==> src/rtl/dstk_pkg.sv <==
// Shared types and codes for the duplicate-rejecting stack.
`default_nettype none

package dstk_pkg;

	localparam logic [1:0] OP_PUSH = 2'd0;
	localparam logic [1:0] OP_POP  = 2'd1;
	localparam logic [1:0] OP_SHOW = 2'd2;

	localparam logic [2:0] ST_PUSHED    = 3'd0;
	localparam logic [2:0] ST_DUP       = 3'd1;
	localparam logic [2:0] ST_OVERFLOW  = 3'd2;
	localparam logic [2:0] ST_POPPED    = 3'd3;
	localparam logic [2:0] ST_UNDERFLOW = 3'd4;
	localparam logic [2:0] ST_ENTRY     = 3'd5;
	localparam logic [2:0] ST_EMPTY     = 3'd6;

	typedef struct packed {
		logic [1:0]         op;
		logic signed [31:0] value;
	} req_t;

	typedef struct packed {
		logic [2:0]         status;
		logic signed [31:0] data;
		logic               last;
	} rsp_t;

	typedef struct packed {
		logic start;
		logic scan;
		logic use_idx;
		logic emit_push;
		logic emit_pop;
		logic emit_show;
		logic show_adv;
	} cmd_t;

	typedef struct packed {
		logic scan_done;
		logic fill_zero;
		logic show_last;
		logic out_free;
	} sts_t;

endpackage

`default_nettype wire

==> src/rtl/dstk_ram.sv <==
// Generic single-write, single-read RAM with registered read data.
`default_nettype none

module dstk_ram #(
	parameter int WIDTH = 32,
	parameter int DEPTH = 32,
	parameter int AW    = (DEPTH > 1) ? $clog2(DEPTH) : 1
) (
	input  wire logic             clk,
	input  wire logic             we,
	input  wire logic [AW-1:0]    waddr,
	input  wire logic [WIDTH-1:0] wdata,
	input  wire logic [AW-1:0]    raddr,
	output logic      [WIDTH-1:0] rdata
);

	logic [WIDTH-1:0] mem [DEPTH];

	always_ff @(posedge clk) begin
		if (we) begin
			mem[waddr] <= wdata;
		end
		rdata <= mem[raddr];
	end

endmodule

`default_nettype wire

==> src/rtl/dstk_dp.sv <==
// Datapath: entry RAM, fill count, scan index, duplicate flag and result register.
`default_nettype none

module dstk_dp #(
	parameter int DEPTH = 32
) (
	input  wire logic               clk,
	input  wire logic               arst_n,
	input  wire dstk_pkg::cmd_t     cmd,
	output dstk_pkg::sts_t          sts,
	input  wire logic signed [31:0] value,
	input  wire logic               rsp_stall,
	output logic                    rsp_valid,
	output dstk_pkg::rsp_t          rsp
);

	import dstk_pkg::*;

	localparam int AW = (DEPTH > 1) ? $clog2(DEPTH) : 1;
	localparam int CW = $clog2(DEPTH + 1);

	logic [CW-1:0]      fill_q;
	logic [CW-1:0]      idx_q;
	logic signed [31:0] value_q;
	logic               rdv_s1;
	logic               hit_q;
	logic               rsp_valid_q;
	rsp_t               rsp_q;
	rsp_t               rsp_d;

	logic [CW-1:0] fill_dec;
	logic [CW-1:0] fill_inc;
	logic [CW-1:0] idx_inc;
	logic [AW-1:0] raddr;
	logic [31:0]   rdata;
	logic          we;
	logic          more;
	logic          full;
	logic          fill_zero;
	logic          show_last;
	logic          out_free;
	logic          emit;

	assign fill_dec  = fill_q - CW'(1);
	assign fill_inc  = fill_q + CW'(1);
	assign idx_inc   = idx_q + CW'(1);
	assign more      = idx_q != fill_q;
	assign full      = fill_q == CW'(DEPTH);
	assign fill_zero = fill_q == '0;
	assign show_last = idx_inc == fill_q;
	assign out_free  = !rsp_valid_q || !rsp_stall;
	assign raddr     = cmd.use_idx ? idx_q[AW-1:0] : fill_dec[AW-1:0];
	assign we        = cmd.emit_push && !hit_q && !full;
	assign emit      = cmd.emit_push || cmd.emit_pop || cmd.emit_show;

	assign sts.scan_done = !more && !rdv_s1;
	assign sts.fill_zero = fill_zero;
	assign sts.show_last = show_last;
	assign sts.out_free  = out_free;

	dstk_ram #(
		.WIDTH(32),
		.DEPTH(DEPTH),
		.AW   (AW)
	) u_ram (
		.clk  (clk),
		.we   (we),
		.waddr(fill_q[AW-1:0]),
		.wdata(value_q),
		.raddr(raddr),
		.rdata(rdata)
	);

	always_comb begin
		rsp_d.status = ST_PUSHED;
		rsp_d.data   = '0;
		rsp_d.last   = 1'b1;
		if (cmd.emit_push) begin
			if (hit_q) begin
				rsp_d.status = ST_DUP;
			end else if (full) begin
				rsp_d.status = ST_OVERFLOW;
			end else begin
				rsp_d.status = ST_PUSHED;
			end
		end else if (cmd.emit_pop) begin
			if (fill_zero) begin
				rsp_d.status = ST_UNDERFLOW;
			end else begin
				rsp_d.status = ST_POPPED;
				rsp_d.data   = $signed(rdata);
			end
		end else if (cmd.emit_show) begin
			if (fill_zero) begin
				rsp_d.status = ST_EMPTY;
			end else begin
				rsp_d.status = ST_ENTRY;
				rsp_d.data   = $signed(rdata);
				rsp_d.last   = show_last;
			end
		end
	end

	always_ff @(posedge clk or negedge arst_n) begin
		if (!arst_n) begin
			fill_q      <= '0;
			idx_q       <= '0;
			rdv_s1      <= 1'b0;
			hit_q       <= 1'b0;
			rsp_valid_q <= 1'b0;
		end else begin
			if (cmd.start) begin
				idx_q  <= '0;
				rdv_s1 <= 1'b0;
				hit_q  <= 1'b0;
			end else begin
				if (cmd.scan) begin
					// one read per cycle, compare in the cycle after the read
					if (more) begin
						idx_q <= idx_inc;
					end
					rdv_s1 <= more;
					if (rdv_s1 && (rdata == value_q)) begin
						hit_q <= 1'b1;
					end
				end
				if (cmd.show_adv) begin
					idx_q <= idx_inc;
				end
			end

			if (we) begin
				fill_q <= fill_inc;
			end else if (cmd.emit_pop && !fill_zero) begin
				fill_q <= fill_dec;
			end

			if (emit) begin
				rsp_valid_q <= 1'b1;
			end else if (!rsp_stall) begin
				rsp_valid_q <= 1'b0;
			end
		end
	end

	always_ff @(posedge clk) begin
		if (cmd.start) begin
			value_q <= value;
		end
		if (emit) begin
			rsp_q <= rsp_d;
		end
	end

	assign rsp_valid = rsp_valid_q;
	assign rsp       = rsp_q;

endmodule

`default_nettype wire

==> src/rtl/dstk_ctrl.sv <==
// Controller: sequences push scans, pops and display walks.
`default_nettype none

module dstk_ctrl (
	input  wire logic           clk,
	input  wire logic           arst_n,
	input  wire logic           req_valid,
	input  wire logic [1:0]     req_op,
	output logic                req_stall,
	input  wire dstk_pkg::sts_t sts,
	output dstk_pkg::cmd_t      cmd
);

	import dstk_pkg::*;

	localparam logic [2:0] S_IDLE = 3'd0;
	localparam logic [2:0] S_SCAN = 3'd1;
	localparam logic [2:0] S_POP  = 3'd2;
	localparam logic [2:0] S_SRD  = 3'd3;
	localparam logic [2:0] S_SEM  = 3'd4;

	logic [2:0] state_q;
	logic [2:0] state_d;
	logic       accept;

	assign req_stall = state_q != S_IDLE;
	assign accept    = req_valid && !req_stall;

	always_comb begin
		state_d       = state_q;
		cmd           = '0;
		cmd.use_idx   = (state_q == S_SCAN) || (state_q == S_SRD) || (state_q == S_SEM);
		unique case (state_q)
			S_IDLE: begin
				if (accept) begin
					case (req_op)
						OP_PUSH: begin
							cmd.start = 1'b1;
							state_d   = S_SCAN;
						end
						OP_POP: begin
							state_d = S_POP;
						end
						OP_SHOW: begin
							cmd.start = 1'b1;
							state_d   = S_SRD;
						end
						default: begin
							// unused op: drop the item
							state_d = S_IDLE;
						end
					endcase
				end
			end
			S_SCAN: begin
				cmd.scan = 1'b1;
				if (sts.scan_done && sts.out_free) begin
					cmd.emit_push = 1'b1;
					state_d       = S_IDLE;
				end
			end
			S_POP: begin
				if (sts.out_free) begin
					cmd.emit_pop = 1'b1;
					state_d      = S_IDLE;
				end
			end
			S_SRD: begin
				if (sts.fill_zero) begin
					if (sts.out_free) begin
						cmd.emit_show = 1'b1;
						state_d       = S_IDLE;
					end
				end else begin
					state_d = S_SEM;
				end
			end
			S_SEM: begin
				if (sts.out_free) begin
					cmd.emit_show = 1'b1;
					cmd.show_adv  = 1'b1;
					state_d       = sts.show_last ? S_IDLE : S_SRD;
				end
			end
			default: begin
				state_d = S_IDLE;
			end
		endcase
	end

	always_ff @(posedge clk or negedge arst_n) begin
		if (!arst_n) begin
			state_q <= S_IDLE;
		end else begin
			state_q <= state_d;
		end
	end

endmodule

`default_nettype wire

==> src/rtl/dedup_stack.sv <==
// Top level of the duplicate-rejecting stack.
//
// Requests enter on req (op, value) under req_valid/req_stall; results leave on
// rsp (status, data, last) under rsp_valid/rsp_stall. An item is taken at an edge
// where valid is high and stall is low. One request is worked at a time.
// Push: the entry RAM is scanned one read per cycle from the bottom entry up;
//   once the scan is done and the output register is free, the result is
//   registered; a duplicate, overflow or pushed status follows.
// Pop: the top entry is read at the accept edge, then registered as the result.
// Display: each stored entry is read in S_SRD and emitted in S_SEM, bottom to
//   top, last marked on the top entry; an empty stack gives one empty result.
// The next request is taken as soon as the controller is idle, even while the
// previous result still sits in the output register.
// A stalled receiver holds the output register; the controller waits for it
// before producing the next result.
// Reset empties the stack at once; RAM contents are left as they are and are
// only read below the fill count.
`default_nettype none

module dedup_stack #(
	parameter int DEPTH = 32
) (
	input  wire logic           clk,
	input  wire logic           arst_n,
	input  wire logic           req_valid,
	output logic                req_stall,
	input  wire dstk_pkg::req_t req,
	output logic                rsp_valid,
	input  wire logic           rsp_stall,
	output dstk_pkg::rsp_t      rsp
);

	import dstk_pkg::*;

	cmd_t cmd;
	sts_t sts;

	dstk_ctrl u_ctrl (
		.clk      (clk),
		.arst_n   (arst_n),
		.req_valid(req_valid),
		.req_op   (req.op),
		.req_stall(req_stall),
		.sts      (sts),
		.cmd      (cmd)
	);

	dstk_dp #(
		.DEPTH(DEPTH)
	) u_dp (
		.clk      (clk),
		.arst_n   (arst_n),
		.cmd      (cmd),
		.sts      (sts),
		.value    (req.value),
		.rsp_stall(rsp_stall),
		.rsp_valid(rsp_valid),
		.rsp      (rsp)
	);

endmodule

`default_nettype wire
==> config.mk <==
export PLATFORM = sky130hd
export DESIGN_NAME = dedup_stack
export DESIGN_NICKNAME = d
export VERILOG_FILES = /design/src/rtl/dstk_pkg.sv /design/src/rtl/dstk_ram.sv /design/src/rtl/dstk_dp.sv /design/src/rtl/dstk_ctrl.sv /design/src/rtl/dedup_stack.sv
export SDC_FILE = /design/constraint.sdc
export NUM_CORES = 1
export LEC_CHECK = 0
export BUFFER_PORTS_ARGS = -buffer_cell sky130_fd_sc_hd__buf_4
export CELL_PAD_IN_SITES_DETAIL_PLACEMENT = 2
export CELL_PAD_IN_SITES_GLOBAL_PLACEMENT = 2
export CORE_ASPECT_RATIO = 1.75
export CORE_MARGIN = 2
export CORE_UTILIZATION = 46
export DETAILED_ROUTE_END_ITERATION = 10
export PLACE_DENSITY_LB_ADDON = 0.1
export SLEW_MARGIN = 20
export SYNTH_ARGS = -nofsm -noshare
export SYNTH_HDL_FRONTEND = slang
export SYNTH_SLANG_ARGS = --single-unit
==> constraint.sdc <==
create_clock -name clk -period 5.8 [get_ports clk]
set_input_delay 1.16 -clock clk [delete_from_list [all_inputs] [get_ports clk]]
set_output_delay 1.16 -clock clk [all_outputs]
set_load 0.005 [all_outputs]
* Word-level counts from Yosys, hierarchy flattened
Memory sizes are Yosys's and may differ from the RTL's. A register that Yosys moved wholly into a read port is not among the register bits.
Index checks and enable logic that the tools add are counted.
** Word-level totals
- Register bits after elaboration :: 86
- Bits in latches :: 0
- Memory bits (writable) :: 1024
- Bits in read-only memories :: 0
- Output and inout port bits :: 38
- Memories kept :: 1
** Cells by class
- $add $sub $neg :: 3
- $mul :: 0
- Divide/modulo/power cells :: 0
- Order comparisons :: 0
- Eq/ne operators :: 14
- Shift operators :: 0
- Multiplexer cells :: 45
- Bitwise operators :: 1
- Reduce and logical (&&, ||, !) cells :: 34
** Memories
- u_dp.u_ram.mem :: depth 32, bits a word 32, read ports 1, clocked after Yosys merged registers in 1, wr ports 1, line dstk_ram.sv:17 : logic [WIDTH-1:0] mem [DEPTH];
** Operators with widths (number)
- $mux W36 :: 1
- $mux W6 :: 6
- $mux W35 :: 1
- $mux W33 :: 1
- $eq A32 B32 Y1 :: 1
- $mux W32 :: 1
- $mux W3 :: 8
- $mux W1 :: 19
- $pmux W3 S5 :: 1
- $add A6 B1 Y6 const B :: 2
- $reduce_bool A3 Y1 :: 3
- $logic_not A1 Y1 :: 8
- $mux W2 :: 4
- $logic_and A1 B1 Y1 :: 7
- $eq A3 B2 Y1 const B :: 2
- $eq A6 B6 Y1 :: 1
- $eq A6 B6 Y1 const B :: 1
- $logic_not A6 Y1 :: 1
- $ne A2 B1 Y1 const B :: 3
- $ne A6 B6 Y1 :: 1
- $pmux W2 S3 :: 1
- $reduce_bool A2 Y1 :: 3
- $sub A6 B1 Y6 const B :: 1
- $logic_or A1 B1 Y1 :: 5
- other kinds (14) :: 15

* Depth between registers and ports, before layout
- Depth after elaboration :: 10
- Depth in mapped cells :: 13
- Depth with buffers taken out :: 9

* Cells and area by module
Synthesis repeated with hierarchy kept, for this count alone.
** Second synthesis, totals
- Cell total of the unflattened synthesis :: 2591
- Area total of the unflattened synthesis :: 44656.6 µm²
** Modules (own cells, without submodules)
- dstk_ram :: times used 1, cells each 2260, area an instance 40485.1 µm², sequential area each 31390.1 µm²
- dstk_dp :: times used 1, cells each 290, area an instance 3844.9 µm², sequential area each 2417.3 µm²
- dstk_ctrl :: times used 1, cells each 41, area an instance 326.6 µm², sequential area each 75.1 µm²

* Worst setup path before layout
Ideal clock, no wire load.
- Kind :: input -> register
- From :: in rsp_stall
- To :: reg u_dp.rsp_q, in the netlist u_dp.rsp[0], enable pin
- Library setup time :: 0.479 ns
- Data arrival time :: 4.583 ns
- Required time :: 5.321 ns
- Path slack :: 0.738 ns
- Cell stages on the path :: 7
- Cells stage by stage :: and2_1 -> clkbuf_1 -> nor2_1 -> nand3_1 -> nor3_1 -> a31oi_1 -> o21ai_0
** Between the ends
- Longest elaborated chain between the ends :: 7
** Ends and longest elaborated chain
- from (decl) :: line dedup_stack.sv:29 : input wire logic rsp_stall,
- $logic_not A1 Y1 (*) :: line dstk_dp.sv:51 : assign out_free = !rsp_valid_q || !rsp_stall;
- $logic_or A1 B1 Y1 (*) :: line dstk_dp.sv:51
- parallel branches: the longest is 4 deep, another holds $pmux W1 S2
- $logic_or A1 B1 Y1 (*) :: line dstk_dp.sv:54 : assign emit = cmd.emit_push || cmd.emit_pop || cmd.emit_show;
- named net u_dp.emit :: line dstk_dp.sv:42 : logic emit;
- to (signal assigned) :: line dstk_dp.sv:151 : rsp_q <= rsp_d;
- to (decl) :: line dstk_dp.sv:28 : rsp_t rsp_q;
Mark *: on every way through the listed nets, which the timed path passes.
A chain may end at the register's enable or synchronous reset.

* Worst setup path in the final report
- From :: reg u_dp.fill_q[2]
- To :: mem u_dp.u_ram.mem[5][2], enable pin
** Between the ends
- Longest elaborated chain between the ends :: 10
** Ends and longest elaborated chain
- from (decl) :: line dstk_dp.sv:22 : logic [CW-1:0] fill_q;
- from (signal assigned) :: line dstk_dp.sv:133 : fill_q <= fill_inc;
- from (signal assigned) :: line dstk_dp.sv:135 : fill_q <= fill_dec;
- $ne A6 B6 Y1 :: line dstk_dp.sv:47 : assign more = idx_q != fill_q;
- $logic_not A1 Y1 :: line dstk_dp.sv:56 : assign sts.scan_done = !more && !rdv_s1;
- $logic_and A1 B1 Y1 :: line dstk_dp.sv:56
- $logic_and A1 B1 Y1 :: line dstk_ctrl.sv:57 : if (sts.scan_done && sts.out_free) begin
- $mux W1 :: line dstk_ctrl.sv:57
- $mux W1 :: line dstk_ctrl.sv:33 : unique case (state_q)
- $logic_and A1 B1 Y1 (2 in a row) :: line dstk_dp.sv:53 : assign we = cmd.emit_push && !hit_q && !full;
- $mux W1 :: line dstk_ram.sv:20 : if (we) begin
- $mux W1 (implied by the code) :: line dstk_ram.sv:21 : mem[waddr] <= wdata;
- to (decl) :: line dstk_ram.sv:17
Parallel ways exist; a longest one is shown, timed or not.

==> key figures <==
STA
  • Worst Tran Pin Value: roughly 1.3 ns
  • Setup TNS: 0 ns
  • Count of final max-slew check failures: 0
  • Tcrit/Tclk final: slightly above 80%
  • Setup violators final: 0
  • Layout Skew: about 0.023 ns
  • Hold Slack: 0.3287 ns
  • Worst slew margin: 14.36%
  • RSZ-0062 raised after global routing: false
  • Post-route minimum period: approximately 4.8 ns
  • Final Hold Fails: 0
  • Fmax: between 200 and 250 MHz

Logic synthesis
  • Number of synthesized flops with an enable pin: 1092
  • Syn Nets: 2993
  • Asr flop ratio synth: under 10%
  • Synth unique cells: 51
  • Register bit count reported by yosys: 1142
  • Yosys warns: 0
  • Synth top cells by count: edfxtp_1 (1092), nand2_1 (538), a21oi_1 (263)
  • Syn avg cell area: 15.00 µm²
  • Top-count cell post-synth: edfxtp_1
  • Register area share after synthesis: approximately three quarters
  • Predominant post-synthesis flop cell: edfxtp_1
  • Share of the synthesized area in the top cell type: 74.18%
  • Synth area leader: edfxtp_1
  • Synth area leaders: edfxtp_1 (74%), nand2_1 (4.6%), a21oi_1 (3.0%), mux2i_1 (2.9%), a32oi_1 (2.6%)
  • Post-Synthesis Cell Area: 44200 µm²
  • Post-synthesis cell count: 2947

Placement
  • Final GP Congestion: 0.8861
  • IO buf count: 75
  • Hpwl dp: about 91 mm

CTS
  • Clock slew at the register clock pins of the worst setup and hold paths: 0.07 ns
  • Longest Clk Path Bufs: 3
  • CTS tree: done
  • Total CTS buffers: just over 100
  • Clock root cell: clkbuf_16
  • Clk_lat worst skew: 0.71 ns
  • Cts hold-fix bufs: 0
  • H-tree Lvls: 3
  • PostCTS Resize Cnt: 0
  • Post-CTS Setup Inserts: 0
  • CTS sink cnt: about 1100

Die
  • Die Area: 98690 µm²
  • Die Y: around 410 µm
  • Number of core rows: 150
  • Effective utilization at floorplan: between 40% and 50%
  • Core area: 95340 µm²
  • Die X-Extent: 238.3 µm
  • I/O pin count: between 70 and 80

Worst setup path
  • Worst R2R Setup Slack: 1.03 ns
  • Kind of critical path: flip-flop to flip-flop
  • Worst Setup Start Kind: flip-flop
  • Max FO, Critical Path: 20
  • Worst path arrival time: approximately 5.2 ns
  • Worst path required time: slightly above 6 ns
  • Worst setup EP type: flip-flop

Finish
  • Syn-to-layout area delta: 13.69%
  • Nets@finish: 3075
  • Layout cells sized above 1: roughly an eighth

GRT
  • First-pass GRT wire length: 217.7 mm
  • Number of global-route vias before repair: 30240
  • Largest net degree at the start of global routing: 181
  • Antenna violations before repair: 1
  • Total global routing overflow: 0
  • GRT Resource Usage Total: 30.63%

Drt
  • Total Wirelength: roughly 150 mm
  • Number of vias per cell: 6.374
  • DR iter-0 viols: 2578
  • Routed len/inst: 34.67 µm
  • Routed Antenna Nets: 0
  • DRC: 0
  • Routed vias: 27610
  • Initial DRT Pass Iterations: 5

Pwr
  • Psw: 13010 µW
  • Logic gate share of total power: ~43%
  • VDD IR-drop max: between 0.5 and 0.6 mV
  • Internal power: 17690 µW
  • Clock power frac: 24.1%
  • Switching part of the total: 42.37%
  • Pwr Density: about 610 nW/µm²
  • Leakage: 0.01661 µW
  • Flop pwr share: between 30% and 40%

Status
  • Outcome: completed

Run
  • # Max-Cap Violations: 0

Worst hold path
  • Worst min path class: input port to async pin
==> metrics by stage <==
stage          setup slack [ns]  utilization (%)  std cells  power [µW]  cell area [µm²]
4_1_cts                   1.144            52.65       4327       30760            50190
6_report                  1.030            52.71       4332       30700            50260
2_1_floorplan            0.7380                -       2947       18140            44200
3_5_place_dp              1.141            48.92       4138       23160            46640
3_3_place_gp              1.279            48.89       4137       22340            46620
5_1_grt                  0.8177            52.70       4329       31870            50250
==> placed cells by master, fill, tap and decap left out, types with 19 or more instances in the layout <==
master / netlist / routed
mux2i_1: 130 / 130
bufinv_16: 0 / 19
a22oi_1: 128 / 128
clkbuf_16: 0 / 104
nor2_4: 0 / 32
nand2_1: 538 / 532
buf_4: 4 / 160
dfxtp_1: 32 / 32
and2_1: 36 / 34
nor4_1: 40 / 40
a32oi_1: 129 / 129
o22ai_1: 129 / 129
xor2_1: 35 / 35
xnor2_1: 21 / 21
edfxtp_1: 1092 / 1092
a21oi_1: 263 / 263
==> layout make-up <==
class	count	area [µm²]
fillers	8663	45080
repair buffers	176	1536
diodes	3	7.507
well taps	1216	1521
clock buffers	122	2710
clock inverters	67	847.1
flip-flops and latches	1142	33880
multi-input cells	1597	9718
inverters	9	33.78
==> power by group through the flow <==
stage | clock (µW) | combinational, µW | sequential, µW
5_1_grt | 7710 | 14100 | 10000
6_report | 7390 | 13300 | 10000
3_5_place_dp | 0 | 13000 | 10200
4_1_cts | 7470 | 13300 | 10000
2_1_floorplan | 0 | 8110 | 10000
3_3_place_gp | 0 | 12200 | 10200
==> registers in the layout (all words and copies together) (netlist names) <==
signal	count
u_dp.u_ram.mem	1024
u_dp.rsp	36
u_dp.u_ram.rdata	32
u_dp.value_q	32
u_dp.fill_q	6
u_dp.idx_q	6
u_ctrl.state_q	3
u_dp.hit_q	1
u_dp.rdv_s1	1
u_dp.rsp_valid	1
==> critical path, cell delays in order, from the launching register on <==
cell and delay [ns]:
dfrtp_1 0.73, xor2_1 0.18, nor4_1 0.63, nand3_1 0.38, nor4b_4 0.58, nand2_1 0.69
nor2_4 0.87, buf_4 0.36
==> path summary, 6_finish.rpt <==
kind	endpoint	start	cells past startpoint
min reg2reg	u_dp.u_ram.mem[13][26]	u_dp.value_q[26]	0
min	u_dp.idx_q[3]	arst_n	1
max in group asynchronous	u_dp.fill_q[4]	arst_n	1
max reg2reg	u_dp.u_ram.mem[5][2]	u_dp.fill_q[2]	7
max	u_dp.u_ram.mem[5][2]	u_dp.fill_q[2]	7
min in group clk	u_dp.u_ram.mem[13][26]	u_dp.value_q[26]	0
==> kinds of logic (layout without fill, tap and decap cells) <==
kind of cell | Yosys count | count (layout) | synth area share [%]
compound gates | 678 | 678 | 9.983
xor+xnor | 56 | 56 | 1.110
fa+ha+maj | 8 | 8 | 0.2265
buf+inv | 208 | 374 | 2.024
flops | 1142 | 1142 | 76.65
mux | 133 | 133 | 3.046
other cells | 0 | 3 | 0
simple gates | 722 | 722 | 6.960
==> routing by layer <==
layer  up-vias  track usage, %  wire length (µm)
met5         -               0                15
li1      11530               -                 -
met4         2           11.40              5362
met1     14820           37.80             57820
met3       260           3.634              6841
met2      1000           54.96             80160
No activity file was read; power rests on OpenSTA's default activity.
